`src/rtl/rhsc_pkg.sv`:
```
`timescale 1ns / 1ps
// Shared types and constants for the readout header stream checker.
// No dependencies; every other file of the block imports this package.
package rhsc_pkg;

    localparam int unsigned CFG_IDX_W = 8;
    localparam int unsigned ERR_W     = 9;
    localparam int unsigned CHK_N     = 8;

    // check_enable bit positions; error_flags bit is position + 1
    localparam int unsigned CHK_PAGE_CNT  = 0;
    localparam int unsigned CHK_PACKET    = 1;
    localparam int unsigned CHK_HB_PER_TF = 2;
    localparam int unsigned CHK_FIRST     = 3;
    localparam int unsigned CHK_STOP_1ST  = 4;
    localparam int unsigned CHK_NO_STOP   = 5;
    localparam int unsigned CHK_JUMP      = 6;
    localparam int unsigned CHK_NO_SP     = 7;
    localparam int unsigned ERR_FEE_ID    = 0;

    localparam logic [7:0]  CHECK_ENABLE_RST = 8'hff;
    localparam logic [15:0] ORBITS_PER_TF_RST = 16'd256;
    localparam logic [31:0] TF_MASK_RST      = 32'h0000_0800;
    localparam logic [31:0] HB_MASK_RST      = 32'h0000_0003;

    localparam logic [15:0] HB_PER_TF_MAX = 16'hffff;
    localparam logic [31:0] BYTES_MAX     = 32'hffff_ffff;

    // block_start_kind bits
    localparam int unsigned KIND_TF = 0;
    localparam int unsigned KIND_SP = 1;
    localparam int unsigned KIND_HB = 2;

    typedef enum logic [CFG_IDX_W-1:0] {
        CFG_CHECK_ENABLE  = 8'd0,
        CFG_ORBITS_PER_TF = 8'd1,
        CFG_TF_MASK       = 8'd2,
        CFG_HB_MASK       = 8'd3
    } cfg_idx_t;

    typedef struct packed {
        logic [7:0]  check_enable;
        logic [15:0] orbits_per_timeframe;
        logic [31:0] timeframe_trigger_mask;
        logic [31:0] heartbeat_trigger_mask;
    } cfg_t;

    typedef struct packed {
        logic [15:0] fee_id;
        logic [15:0] page_counter;
        logic [7:0]  packet_counter;
        logic [31:0] trigger_type;
        logic [31:0] heartbeat_orbit;
        logic [11:0] heartbeat_bc;
        logic        stop_bit;
        logic [15:0] page_bytes;
        logic        new_superpage;
        logic        multi_link_stream;
    } hdr_t;

    typedef struct packed {
        logic [ERR_W-1:0] error_flags;
        logic             opens_block;
        logic [2:0]       block_start_kind;
        logic [31:0]      block_orbit;
        logic [31:0]      block_timeframe_index;
        logic [31:0]      block_bytes;
        logic             heartbeat_ended;
    } res_t;

endpackage

```
`src/rtl/rhsc_core.sv`:
```
`timescale 1ns / 1ps
// Per-link header state and the combinational check and block tracking logic.
// Depends on rhsc_pkg.
module rhsc_core (
    input  logic            clk,
    input  logic            rst_n,
    input  logic            step,
    input  rhsc_pkg::hdr_t  hdr,
    input  rhsc_pkg::cfg_t  cfg,
    output rhsc_pkg::res_t  res
);
    import rhsc_pkg::*;

    logic        seen_reg;
    logic [15:0] prev_fee_reg;
    logic [15:0] prev_page_reg;
    logic [7:0]  prev_pkt_reg;
    logic [31:0] prev_orbit_reg;
    logic [11:0] prev_bc_reg;
    logic [15:0] hb_in_tf_reg,   hb_in_tf_next;
    logic        hb_open_reg,    hb_open_next;
    logic [31:0] tf_count_reg,   tf_count_next;
    logic [31:0] blk_bytes_reg,  blk_bytes_next;
    logic [31:0] blk_orbit_reg,  blk_orbit_next;
    logic [31:0] blk_index_reg,  blk_index_next;
    logic [2:0]  blk_kind_reg,   blk_kind_next;

    logic             first;
    logic             page_zero;
    logic             new_tf;
    logic             new_hb;
    logic             opens;
    logic             any_en;
    logic [CHK_N-1:0] en;
    logic [ERR_W-1:0] flags;
    logic [15:0]      hb_cleared;
    logic [31:0]      bytes_base;
    logic [32:0]      bytes_sum;

    always_comb
    begin
        en        = cfg.check_enable;
        any_en    = |en;
        first     = !seen_reg;
        page_zero = (hdr.page_counter == '0);
        new_tf    = page_zero && ((hdr.trigger_type & cfg.timeframe_trigger_mask) != '0);
        new_hb    = page_zero && ((hdr.trigger_type & cfg.heartbeat_trigger_mask)
                                  == cfg.heartbeat_trigger_mask);
        opens     = new_tf || hdr.new_superpage || new_hb;

        flags = '0;
        flags[ERR_FEE_ID] = !first && (hdr.fee_id != prev_fee_reg);
        flags[CHK_PAGE_CNT+1] = en[CHK_PAGE_CNT] && !page_zero && !first
                                && (hdr.page_counter != prev_page_reg + 16'd1);
        flags[CHK_PACKET+1] = en[CHK_PACKET] && !first
                              && (hdr.packet_counter != prev_pkt_reg + 8'd1);
        flags[CHK_HB_PER_TF+1] = en[CHK_HB_PER_TF] && !first && new_tf
                                 && (hb_in_tf_reg != cfg.orbits_per_timeframe);
        flags[CHK_FIRST+1] = en[CHK_FIRST] && first && !(new_tf && new_hb);
        flags[CHK_STOP_1ST+1] = en[CHK_STOP_1ST] && new_hb && hdr.stop_bit;
        flags[CHK_NO_STOP+1] = en[CHK_NO_STOP] && new_hb && hb_open_reg;
        flags[CHK_JUMP+1] = en[CHK_JUMP] && new_hb && !first
                            && !((hdr.heartbeat_bc == prev_bc_reg)
                                 && (hdr.heartbeat_orbit == prev_orbit_reg + 32'd1));
        flags[CHK_NO_SP+1] = en[CHK_NO_SP] && new_tf && hdr.multi_link_stream
                             && !hdr.new_superpage;

        // heartbeat-per-timeframe count only runs while some check is on
        hb_cleared    = (any_en && !first && new_tf) ? '0 : hb_in_tf_reg;
        hb_in_tf_next = hb_cleared;
        if (any_en && new_hb && (hb_cleared != HB_PER_TF_MAX))
            hb_in_tf_next = hb_cleared + 16'd1;

        hb_open_next = hb_open_reg;
        if (new_hb)
            hb_open_next = 1'b1;
        if (hdr.stop_bit)
            hb_open_next = 1'b0;

        tf_count_next = tf_count_reg + {31'd0, new_tf};

        blk_kind_next  = blk_kind_reg;
        blk_orbit_next = blk_orbit_reg;
        blk_index_next = blk_index_reg;
        if (opens)
        begin
            blk_kind_next[KIND_TF] = new_tf;
            blk_kind_next[KIND_SP] = hdr.new_superpage;
            blk_kind_next[KIND_HB] = new_hb;
            blk_orbit_next         = hdr.heartbeat_orbit;
            // equals the incremented timeframe count minus one
            blk_index_next         = tf_count_reg - {31'd0, !new_tf};
        end

        bytes_base     = opens ? '0 : blk_bytes_reg;
        bytes_sum      = {1'b0, bytes_base} + {17'd0, hdr.page_bytes};
        blk_bytes_next = bytes_sum[32] ? BYTES_MAX : bytes_sum[31:0];

        res.error_flags           = flags;
        res.opens_block           = opens;
        res.block_start_kind      = blk_kind_next;
        res.block_orbit           = blk_orbit_next;
        res.block_timeframe_index = blk_index_next;
        res.block_bytes           = blk_bytes_next;
        res.heartbeat_ended       = hdr.stop_bit;
    end

    always_ff @(posedge clk or negedge rst_n)
    begin
        if (!rst_n)
        begin
            seen_reg       <= 1'b0;
            prev_fee_reg   <= '0;
            prev_page_reg  <= '0;
            prev_pkt_reg   <= '0;
            prev_orbit_reg <= '0;
            prev_bc_reg    <= '0;
            hb_in_tf_reg   <= '0;
            hb_open_reg    <= 1'b0;
            tf_count_reg   <= '0;
            blk_bytes_reg  <= '0;
            blk_orbit_reg  <= '0;
            blk_index_reg  <= '0;
            blk_kind_reg   <= '0;
        end
        else if (step)
        begin
            seen_reg       <= 1'b1;
            prev_fee_reg   <= hdr.fee_id;
            prev_page_reg  <= hdr.page_counter;
            prev_pkt_reg   <= hdr.packet_counter;
            prev_orbit_reg <= hdr.heartbeat_orbit;
            prev_bc_reg    <= hdr.heartbeat_bc;
            hb_in_tf_reg   <= hb_in_tf_next;
            hb_open_reg    <= hb_open_next;
            tf_count_reg   <= tf_count_next;
            blk_bytes_reg  <= blk_bytes_next;
            blk_orbit_reg  <= blk_orbit_next;
            blk_index_reg  <= blk_index_next;
            blk_kind_reg   <= blk_kind_next;
        end
    end

endmodule

```
`config.mk`:
```
export PLATFORM = sky130hd
export DESIGN_NAME = rhsc_core
export DESIGN_NICKNAME = d
export VERILOG_FILES = /design/src/rtl/rhsc_pkg.sv /design/src/rtl/rhsc_core.sv
export SDC_FILE = /design/constraint.sdc
export NUM_CORES = 1
export LEC_CHECK = 0
export BUFFER_PORTS_ARGS = -buffer_cell sky130_fd_sc_hd__buf_2
export CORE_MARGIN = 3
export CORE_UTILIZATION = 60
export DETAILED_ROUTE_END_ITERATION = 8
export MAX_ROUTING_LAYER = met4
export PLACE_DENSITY = 0.91
export REMOVE_ABC_BUFFERS = 1
export SYNTH_ARGS = -nofsm -noshare
export SYNTH_HDL_FRONTEND = slang
export SYNTH_SLANG_ARGS = --single-unit
```
`constraint.sdc`:
```
create_clock -name clk -period 13.4 [get_ports clk]
set_input_delay 1.34 -clock clk [delete_from_list [all_inputs] [get_ports clk]]
set_output_delay 1.34 -clock clk [all_outputs]
set_load 0.005 [all_outputs]
```
# == Word level (Yosys, flattened, before mapping) ==
# Cells that the tools add are included.
# totals
ff_bits,233
latchBits,0
mem_bits_rw,0
rom_bits,0
in_bits,226
output_inout_bits,110
mem_count,0
# op_classes
add_sub_neg,7
mul,0
div_mod_pow,0
order_cmp,0
eq_ne,8
n_shift,0
n_mux,9
bitwise_logic,2
reduce_logical,42
# ops
op,n
$mux 32,4
$and 32x32->32,2
$eq 32x32->1,2
$ne 16x16->1,3
$add 32x16->33,1
$add 16x1->16 const B,2
$add 32x1->32,1
$add 32x1->32 const B,1
$mux 16,2
$reduce_bool 32->1,1
$sub 32x1->32,1
$logic_and 1x1->1,29
$logic_not 16->1,1
$ne 16x16->1 const B,1
$eq 12x12->1,1
$add 8x1->8 const B,1
$ne 8x8->1,1
$reduce_or 8->1,1
$logic_not 1->1,6
$mux 3,1
$logic_or 1x1->1,2
$mux 1,2
$reduce_and 2->1,1
$reduce_bool 2->1,1

# == Depth between registers and ports, before layout ==
# Gate-level depths: netlist (run 1).
# logic_depth
ltp_word,8
ltp_mapped,19

# == Worst setup path before layout (run 1) ==
# Ideal clock, no wire load.
# synth_path
path_kind,input to output
startpoint,input port hdr[71] in the netlist's numbering
endpoint,output port res[26] in the netlist's numbering
t_arrival_ns,5.648
t_required_ns,12.060
path_slack_ns,6.412
path_stages,18
n_path_buf,7
cell_sequence,a22oi_1 nand4_1 o41ai_4 o311a_2 clkbuf_1 clkbuf_1 clkbuf_1 and2_1 ha_1 nand4_1 or4_1 a211o_1 buf_2 or4_1 buf_2 buf_6 buf_2 o21ai_0
# synth_lines
item,line,text
"start, declared",rhsc_core.sv:8,"input rhsc_pkg::hdr_t hdr,"
"end, declared",rhsc_core.sv:10,output rhsc_pkg::res_t res

==> results of run 1 <==
## cells by family after synthesis
kind of cell / share of synthesized area
simple gates: 0.196
xor+xnor: 0.122
buf+inv: 0.0300
flops: 0.395
mux: 0.122
compound gates: 0.114
fa+ha+maj: 0.0217
## critical path: cells and delay by family
kind | cells | cell delay, ps
fa+ha+maj | 2 | 430
simple gates | 4 | 1770
compound gates | 7 | 2220
buf+inv | 4 | 1330
## power by group through the flow
stage | logic, mW | registers, mW | clock network [mW]
3_5_place_dp | 0.585 | 0.874 | 0
5_1_grt | 0.653 | 0.876 | 0.849
2_1_floorplan | 0.370 | 0.855 | 0
3_3_place_gp | 0.560 | 0.866 | 0
6_report | 0.594 | 0.865 | 0.807
4_1_cts | 0.592 | 0.863 | 0.815
## layer usage
metal,wire [µm],GRT usage
met3,3250,0.0704
met1,16000,0.357
met2,21400,0.541
met5,0,-
met4,2900,0.201
## synth_stat cells (all sizes together) (30+ instances only)
library cell | instances | share of area
a21oi | 54 | 0.018
a31oi | 30 | 0.013
and2 | 30 | 0.013
clkbuf | 59 | 0.015
dfrtp | 233 | 0.39
inv | 34 | 0.0086
mux2 | 153 | 0.12
nand2 | 216 | 0.055
nand3 | 50 | 0.017
nand4 | 44 | 0.019
nor2 | 79 | 0.020
o21ai | 65 | 0.022
xnor2 | 125 | 0.074
xor2 | 80 | 0.047
## final cells by class
cell class,count,area share
diodes,13,0.00185
clock buffers,36,0.0437
clock inverters,11,0.0116
inverters,35,0.00746
multi-input cells,1231,0.483
flip-flops and latches,233,0.331
well taps,319,0.0227
repair buffers,342,0.0991
## worst paths after layout
kind,cells after the start,endpoint,start
min,1,blk_bytes_reg[8]$_DFFE_PN0P_,blk_bytes_reg[8]$_DFFE_PN0P_
max reg2reg,11,blk_bytes_reg[21]$_DFFE_PN0P_,blk_bytes_reg[0]$_DFFE_PN0P_
max in group asynchronous,2,blk_orbit_reg[13]$_DFFE_PN0P_,rst_n
max,17,res[21],hdr[68]
min in group asynchronous,1,prev_fee_reg[3]$_DFFE_PN0P_,rst_n
min reg2reg,1,blk_bytes_reg[8]$_DFFE_PN0P_,blk_bytes_reg[8]$_DFFE_PN0P_
==> parameters.txt, run 1 <==
Parameter                              Value

Clock network
  Clock Root Buffer    sky130_fd_sc_hd__clkbuf_16
  Clock sink count    approximately 230
  Post CTS Setup Buffer Count    0
  CTS clk-pin slew, worst paths    60 ps
  Number of hold-repair buffers added at the cts stage    0
  Deepest level of the CTS H-tree    1
  CTS tree    done
  Clock insertion delay at the later pin of the skew report    ~530 ps
  PostCTS Resize Cnt    0
  Total clock buffers created by CTS    26
  Number of buffers between clock root and the deepest sink    3

Route
  DRC Markers    0
  Number of violations reported at the end of detailed-routing iteration 0    926
  Drt via density    6.04
  Routed length per instance    slightly below 20 µm
  Antenna violation net count after detailed routing    0
  Via count of the routed design    13,411
  Final WL    43,500 µm
  First-pass iteration count of the detailed router    7

Timing
  Relative slew slack    0.189
  Worst hold slack after final layout    about 500 ps
  Unrepaired setup endpoints after global routing    false
  Worst-margin pin slew    roughly 1200 ps
  Top achievable clock speed    118 MHz
  Post-layout min period    8500 ps
  Endpoints failing hold    0
  Final Cycle Share    0.634
  Finish-stage setup viols    0
  Setup ws final    ~5000 ps
  Worst setup skew after layout    between 15 and 20 ps
  Final number of max-transition violations    0
  Setup TNS    0 ps

Worst setup path
  Required time reported for the critical path endpoint    12,060 ps
  Critical path, cell by cell    buf_2 > a22oi_1 > nand4_1 > o41ai_4 > o311a_4 > buf_4 > and2_1 > ha_1 > fa_1 > a21o_1 > a31oi_1 > or4_1 > a211o_1 > or4_1 > buf_4 > o21ai_0 > buf_2
  Critical path's largest stage delay    770 ps
  Critical Path Sink Type    output pin
  Endpoint arrival time on the critical path    7160 ps
  Slowest cell on crit path    sky130_fd_sc_hd__or4_1
  Startpoint kind of the worst setup timing path    input port
  Kind of critical path    in -> out
  Reg2Reg Setup Slack    9730 ps
  CP Max Fanout    a little over 80

Yosys
  Synthesized area per cell    9.38 µm²
  Mapped cell area    0.0148 mm²
  Async set-reset flop share out of synthesis    1.00
  Fraction of the yosys area taken by sequential cells    0.395
  Number of warnings printed during yosys synthesis    0
  Number of synthesized flops with an enable pin    0
  Post-synthesis register bit count    around 230
  Synth Flop Type    sky130_fd_sc_hd__dfrtp_1
  Distinct cells, synth    67
  Instance count of the mapped netlist    approximately 1,600

Power and ir drop
  Net switching power figure    0.674 mW
  Sequential Power Share    0.382
  Leak pwr    8.08 nW
  Power per unit of standard cell area    ~130 mW/mm²
  Clock power share    0.356
  Gate power share    0.262
  Sw frac    0.297
  Worst voltage drop across the vdd grid    between 0.0001 and 0.00015 V
  Overall power    approximately 2.3 mW
  Total internal power    ~1.6 mW

Global route
  Initial antenna violation count    14
  Total congestion overflow    0
  Overall track demand over capacity in global routing    0.326
  Via count of the first global-routing pass    13,257
  Largest net degree at the start of global routing    100
  Wire length of the first global-routing pass    67,700 µm

Run
  Max-cap violations    0

Finish
  Area taken by multi-input logic gates    0.00850 mm²
  Area occupied by registers    0.00583 mm²
  Filler-free cell count of the finished design    2,220
  Area growth from synthesis to layout    19.3%
  Number of fillers in the final layout    1,665
  Post-layout net count    2,120
  Final core utilization    0.739
  Commonest cells after routing, fill and taps aside    sky130_fd_sc_hd__buf_2 (333), sky130_fd_sc_hd__dfrtp_1 (233), sky130_fd_sc_hd__nand2_1 (216), sky130_fd_sc_hd__mux2_2 (153), sky130_fd_sc_hd__xnor2_1 (125)
  Final cell area excluding filler cells    0.0176 mm²
  Most common library cell in the layout ignoring fill and taps    sky130_fd_sc_hd__buf_2
  Layout cell share with drive strength beyond 1    0.296

Placement
  Weighted congestion reported at the end of routability-driven placement    ~0.94
  Standard cell area after detailed placement    0.0166 mm²
  Number of cells in the design after placement    2,160
  Detailed placement HPWL    ~31,000 µm
  Pre-CTS WS    5020 ps
  Port buffer count    335

Outcome
  Result of the run    finished, final reports clean

Die
  Number of top-level pins    336
  Die Wd    163 µm
  Initial standard-cell utilization of the core    0.620
  Die Y-Extent    163 µm
  FP Rows    56
  Core area    0.0238 mm²
  Die ar.    0.0265 mm²

Worst hold path
  Class of the most critical hold timing path    reg -> reg
Power figures use the tool's default switching activity.
==> inputs of run 2 (changes only) <==
--- a/config.mk
+++ b/config.mk
@@ -7,10 +7,10 @@
 export LEC_CHECK = 0
 export BUFFER_PORTS_ARGS = -buffer_cell sky130_fd_sc_hd__buf_2
 export CORE_MARGIN = 3
-export CORE_UTILIZATION = 60
+export CORE_UTILIZATION = 50
 export DETAILED_ROUTE_END_ITERATION = 8
 export MAX_ROUTING_LAYER = met4
-export PLACE_DENSITY = 0.91
+export PLACE_DENSITY = 0.82
 export REMOVE_ABC_BUFFERS = 1
 export SYNTH_ARGS = -nofsm -noshare
 export SYNTH_HDL_FRONTEND = slang
==> constraint.sdc (replaced) <==
create_clock -name clk -period 6.97 [get_ports clk]
set_input_delay 0.697 -clock clk [delete_from_list [all_inputs] [get_ports clk]]
set_output_delay 0.697 -clock clk [all_outputs]
set_load 0.005 [all_outputs]
==> parameters.txt, run 2 (synthesis gave the netlist of run 1 again) <==
Parameter                              Value

Outcome
  Result of the run    finished, final reports clean

Worst setup path
  Top delay family on crit path    simple AND/OR/NAND/NOR gates
  Startpoint of the most critical setup path    cfg[8]
  Slowest cell on crit path    sky130_fd_sc_hd__a2111oi_0
  CP Max Fanout    33
  Required time reported for the critical path endpoint    6270 ps
  Startpoint kind of the worst setup timing path    input port
  Endpoint arrival time on the critical path    5450 ps
  Reg2Reg Setup Slack    3680 ps
  Critical path's largest stage delay    700 ps
  Cell count of the worst reg-to-reg path    11
  Cell depth of the worst setup path    15
  Critical R2R Launch    blk_bytes_reg[0]$_DFFE_PN0P_
  Cell repeated most along the worst path    sky130_fd_sc_hd__nand4_1
  End of the worst register-to-register path    blk_bytes_reg[19]$_DFFE_PN0P_
  Kind of critical path    in -> out
  Bufs and invs on worst path    3
  Critical path capture point    res[30]
  Critical Path Sink Type    output pin
  Critical path, cell by cell    buf_2 > nor2b_1 > a2111oi_0 > nand4_1 > o311a_4 > and2_1 > ha_1 > nand4_1 > or4_1 > a211o_1 > or4_1 > buf_4 > nand4_1 > and3_1 > buf_2

Clock network
  CTS clk-pin slew, worst paths    roughly 60 ps
  CTS tree    done
  Number of hold-repair buffers added at the cts stage    0
  Total clock buffers created by CTS    27
  Clock sink count    233
  Deepest level of the CTS H-tree    1
  Clock Root Buffer    sky130_fd_sc_hd__clkbuf_16
  PostCTS Resize Cnt    0
  Number of buffers between clock root and the deepest sink    3
  Clock insertion delay at the later pin of the skew report    550 ps
  Post CTS Setup Buffer Count    0

Die
  Initial standard-cell utilization of the core    0.510
  Number of top-level pins    336
  FP Rows    62
  Die Y-Extent    178 µm
  Die ar.    0.0316 mm²
  Die Wd    178 µm
  Core area    0.0289 mm²

Finish
  Layout cell share with drive strength beyond 1    0.299
  Number of fillers in the final layout    between 2,000 and 2,500
  Post-layout net count    2,129
  Area occupied by registers    0.00583 mm²
  Area taken by multi-input logic gates    0.00850 mm²
  Most common library cell in the layout ignoring fill and taps    sky130_fd_sc_hd__buf_2
  Area growth from synthesis to layout    19.8%
  Final cell area excluding filler cells    ~0.018 mm²
  Commonest cells after routing, fill and taps aside    sky130_fd_sc_hd__buf_2 (333), sky130_fd_sc_hd__dfrtp_1 (233), sky130_fd_sc_hd__nand2_1 (216), sky130_fd_sc_hd__mux2_2 (153), sky130_fd_sc_hd__xnor2_1 (125)

Route
  Number of violations reported at the end of detailed-routing iteration 0    approximately 1,300
  Amount of wire on met3 after detailed routing    3260 µm
  Drt via density    5.82
  Routed length per instance    roughly 19 µm
  Wl on met1    18,000 µm
  Final WL    42,500 µm
  DRC Markers    0
  Max Used Layer    met4
  Via count of the routed design    13,321
  Antenna violation net count after detailed routing    0
  First-pass iteration count of the detailed router    6
  Met2 wirelength from detailed routing    20,100 µm

Power and ir drop
  Worst voltage drop across the vdd grid    0.000190 V
  Overall power    4.25 mW
  Power per unit of standard cell area    240 mW/mm²
  Leak pwr    8.08 nW

Timing
  Setup TNS    0 ps
  Post-layout min period    6150 ps
  Final number of max-transition violations    0
  Unrepaired setup endpoints after global routing    false
  Worst-margin pin slew    996 ps
  Finish-stage setup viols    0
  Worst setup skew after layout    approximately 14 ps
  Top achievable clock speed    163 MHz
  Endpoints failing hold    0
  Final Cycle Share    0.882
  Relative slew slack    0.336
  Setup ws final    824 ps

Global route
  Overall track demand over capacity in global routing    0.265
  Wire length of the first global-routing pass    65,900 µm
  Total congestion overflow    0
  Initial antenna violation count    7
  Largest net degree at the start of global routing    101
  Via count of the first global-routing pass    12,681

Placement
  Detailed placement HPWL    approximately 32,000 µm
  Pre-CTS WS    921 ps
  Port buffer count    335
  Standard cell area after detailed placement    0.0168 mm²
  Weighted congestion reported at the end of routability-driven placement    0.936

Worst hold path
  Class of the most critical hold timing path    in -> async

Run
  Max-cap violations    0
-- run 2: worst min-delay path by stage --
stage | startpoint | endpoint | slack, ps
global route | rst_n | blk_orbit_reg[12]$_DFFE_PN0P_ | 210
floorplan | rst_n | blk_bytes_reg[0]$_DFFE_PN0P_ | 400
global placement | tf_count_reg[31]$_DFFE_PN0P_ | tf_count_reg[31]$_DFFE_PN0P_ | 480
detailed placement | blk_bytes_reg[7]$_DFFE_PN0P_ | blk_bytes_reg[7]$_DFFE_PN0P_ | 490
finish | rst_n | blk_orbit_reg[9]$_DFFE_PN0P_ | 160
CTS | rst_n | blk_orbit_reg[9]$_DFFE_PN0P_ | 210
-- run 2: layout make-up --
class	instances	area share
multi-input combinational	1231	0.481
sequential	233	0.330
timing repair buffer	350	0.103
clock buffer	37	0.0443
tap	384	0.0272
inverter	35	0.00743
clock inverter	10	0.00700
antenna	7	0.000990
-- run 2: where the power goes --
part | total [mW] | switching, mW | internal, mW
clock | 1.45 | 0.593 | 0.860
combinational | 1.13 | 0.588 | 0.547
sequential | 1.66 | 0.126 | 1.53
total | 4.25 | 1.31 | 2.94
-- run 2: metal layers --
metal | vias to the layer above | track usage
li1 | 6236 | -
met1 | 6444 | 0.357
met2 | 540 | 0.413
met3 | 101 | 0.0471
met4 | 0 | 0.0776
met5 | - | -
-- run 2: through the flow --
step / instances / hold WS [ps] / utilization
finish: 2287 / 161 / 0.611
global route: 2287 / 208 / 0.611
CTS: 2280 / 205 / 0.611
detailed placement: 2233 / 493 / 0.579
global placement: 2233 / 477 / 0.579
floorplan: 1499 / 401 / -
==> inputs of run 3 (changes only) <==
--- a/config.mk
+++ b/config.mk
@@ -7,10 +7,10 @@
 export LEC_CHECK = 0
 export BUFFER_PORTS_ARGS = -buffer_cell sky130_fd_sc_hd__buf_2
 export CORE_MARGIN = 3
-export CORE_UTILIZATION = 50
+export CORE_UTILIZATION = 55
 export DETAILED_ROUTE_END_ITERATION = 8
 export MAX_ROUTING_LAYER = met4
-export PLACE_DENSITY = 0.82
+export PLACE_DENSITY = 0.85
 export REMOVE_ABC_BUFFERS = 1
 export SYNTH_ARGS = -nofsm -noshare
 export SYNTH_HDL_FRONTEND = slang
==> constraint.sdc (replaced) <==
create_clock -name clk -period 6.83 [get_ports clk]
set_input_delay 0.683 -clock clk [delete_from_list [all_inputs] [get_ports clk]]
set_output_delay 0.683 -clock clk [all_outputs]
set_load 0.005 [all_outputs]
==> parameters.txt, run 3 (synthesis gave the netlist of run 1 again) <==
Parameter                              Value

Worst setup path
  Critical Path Sink Type    output pin
  Critical path's largest stage delay    730 ps
  Endpoint arrival time on the critical path    5540 ps
  Slowest cell on crit path    sky130_fd_sc_hd__or4_1
  Kind of critical path    in -> out
  Startpoint kind of the worst setup timing path    input port
  Required time reported for the critical path endpoint    6150 ps
  CP Max Fanout    38
  Top delay family on crit path    compound AO/OA/AOI/OAI gates
  Critical path, cell by cell    buf_2 > a22oi_1 > nand4_1 > o41ai_4 > o311a_4 > buf_4 > and2_1 > fa_1 > a21o_1 > a31oi_1 > or4_1 > a211o_1 > or4_1 > buf_4 > o21ai_0 > buf_2
  Bufs and invs on worst path    4

Finish
  Commonest cells after routing, fill and taps aside    sky130_fd_sc_hd__buf_2 (333), sky130_fd_sc_hd__dfrtp_1 (233), sky130_fd_sc_hd__nand2_1 (216), sky130_fd_sc_hd__mux2_2 (153), sky130_fd_sc_hd__xnor2_1 (125)
  Final core utilization    0.672
  Area growth from synthesis to layout    19.2%
  Most common library cell in the layout ignoring fill and taps    sky130_fd_sc_hd__buf_2
  Number of fillers in the final layout    2,035
  Area taken by multi-input logic gates    0.00850 mm²
  Area occupied by registers    0.00583 mm²
  Final cell area excluding filler cells    0.0176 mm²
  Layout cell share with drive strength beyond 1    0.297
  Post-layout net count    2,126

Clock network
  Post CTS Setup Buffer Count    0
  PostCTS Resize Cnt    0
  Deepest level of the CTS H-tree    1
  Total clock buffers created by CTS    27
  Number of buffers between clock root and the deepest sink    3
  Number of hold-repair buffers added at the cts stage    0
  CTS tree    done
  Clock sink count    233
  Clock insertion delay at the later pin of the skew report    520 ps
  Clock Root Buffer    sky130_fd_sc_hd__clkbuf_16
  CTS clk-pin slew, worst paths    60 ps

Die
  Number of top-level pins    336
  Core area    0.0262 mm²
  FP Rows    between 50 and 60
  Die Y-Extent    170 µm
  Die ar.    0.0288 mm²
  Die Wd    170 µm
  Initial standard-cell utilization of the core    0.563

Route
  Final WL    41,400 µm
  Antenna violation net count after detailed routing    0
  Routed length per instance    18.5 µm
  First-pass iteration count of the detailed router    5
  Via count of the routed design    approximately 13,000
  Drt via density    5.89
  Number of violations reported at the end of detailed-routing iteration 0    1,016
  DRC Markers    0

Timing
  Worst setup skew after layout    8.08 ps
  Top achievable clock speed    161 MHz
  Post-layout min period    slightly above 6000 ps
  Unrepaired setup endpoints after global routing    false
  Worst-margin pin slew    1040 ps
  Final Cycle Share    0.912
  Relative slew slack    0.306
  Final number of max-transition violations    0
  Finish-stage setup viols    0
  Setup ws final    603 ps
  Setup TNS    0 ps
  Endpoints failing hold    0

Outcome
  Result of the run    finished, final reports clean

Global route
  Initial antenna violation count    7
  Wire length of the first global-routing pass    64,400 µm
  Via count of the first global-routing pass    12,907
  Overall track demand over capacity in global routing    0.283
  Largest net degree at the start of global routing    120
  Total congestion overflow    0

Worst hold path
  Class of the most critical hold timing path    in -> async

Placement
  Standard cell area after detailed placement    0.0167 mm²
  Weighted congestion reported at the end of routability-driven placement    0.959
  Port buffer count    335
  Pre-CTS WS    689 ps
  Detailed placement HPWL    30,800 µm

Power and ir drop
  Worst voltage drop across the vdd grid    0.000253 V
  Leak pwr    8.07 nW
  Power per unit of standard cell area    246 mW/mm²
  Overall power    4.34 mW

Run
  Max-cap violations    0
## run 3: changes by cell type in the layout (fill, tap and decap cells not counted), sizes merged
cell	change
buf	-3
bufinv	+2
inv	-2
clkbuf	+1
clkinv	+1
clkinvlp	-1
## run 3: worst register-to-register path, stage by stage, from the launching register on
cell and delay, ps:
sky130_fd_sc_hd__dfrtp_1 330, sky130_fd_sc_hd__and2_1 120, sky130_fd_sc_hd__ha_1 210, sky130_fd_sc_hd__fa_1 250, sky130_fd_sc_hd__a21o_1 170, sky130_fd_sc_hd__a31oi_1 140, sky130_fd_sc_hd__or4_1 490, sky130_fd_sc_hd__a211o_1 420
sky130_fd_sc_hd__or4_1 730, sky130_fd_sc_hd__buf_4 300, sky130_fd_sc_hd__nand2_1 120, sky130_fd_sc_hd__mux2_2 170
## run 3: through the flow
step / hold slack [ps] / std cells
3_3_place_gp: 475 / 2181
6_report: 219 / 2236
2_1_floorplan: 387 / 1499
3_5_place_dp: 484 / 2181
4_1_cts: 293 / 2229
5_1_grt: 286 / 2236
## run 3: cell type report
type	instances	area share
inverters	35	0.00746
well taps	335	0.0238
diodes	7	0.000995
clock inverters	10	0.00888
multi-input cells	1231	0.483
flip-flops and latches	233	0.331
repair buffers	347	0.101
clock buffers	38	0.0436
## run 3: path summary, 6_finish.rpt
path | slack (ps) | from | depth (start not counted) | end
max | 600 | hdr[75] | 16 | res[7]
min | 220 | rst_n | 1 | blk_index_reg[14]$_DFFE_PN0P_
max reg2reg | 3320 | blk_bytes_reg[0]$_DFFE_PN0P_ | 11 | blk_bytes_reg[9]$_DFFE_PN0P_
min reg2reg | 490 | tf_count_reg[31]$_DFFE_PN0P_ | 1 | tf_count_reg[31]$_DFFE_PN0P_
max in group asynchronous | 5030 | rst_n | 2 | blk_kind_reg[1]$_DFFE_PN0P_
min in group clk | 410 | hdr[18] | 2 | hb_open_reg$_DFFE_PN0P_
## run 3: where the power goes
group	total [mW]	switching (mW)	internal [mW]
Sequential	1.69	0.127	1.56
Combinational	1.15	0.594	0.554
Clock	1.50	0.568	0.929
Total	4.34	1.29	3.05
## run 3: metal layers
| layer | wire [µm] | track usage | up-vias | part of all wire |
|---|---|---|---|---|
| met5 | 0 | - | - | 0 |
| met4 | 2020 | 0.129 | 0 | 0.049 |
| met3 | 2810 | 0.0523 | 123 | 0.068 |
| met2 | 20700 | 0.488 | 488 | 0.50 |
| met1 | 15900 | 0.320 | 6302 | 0.38 |
| li1 | - | - | 6250 | - |
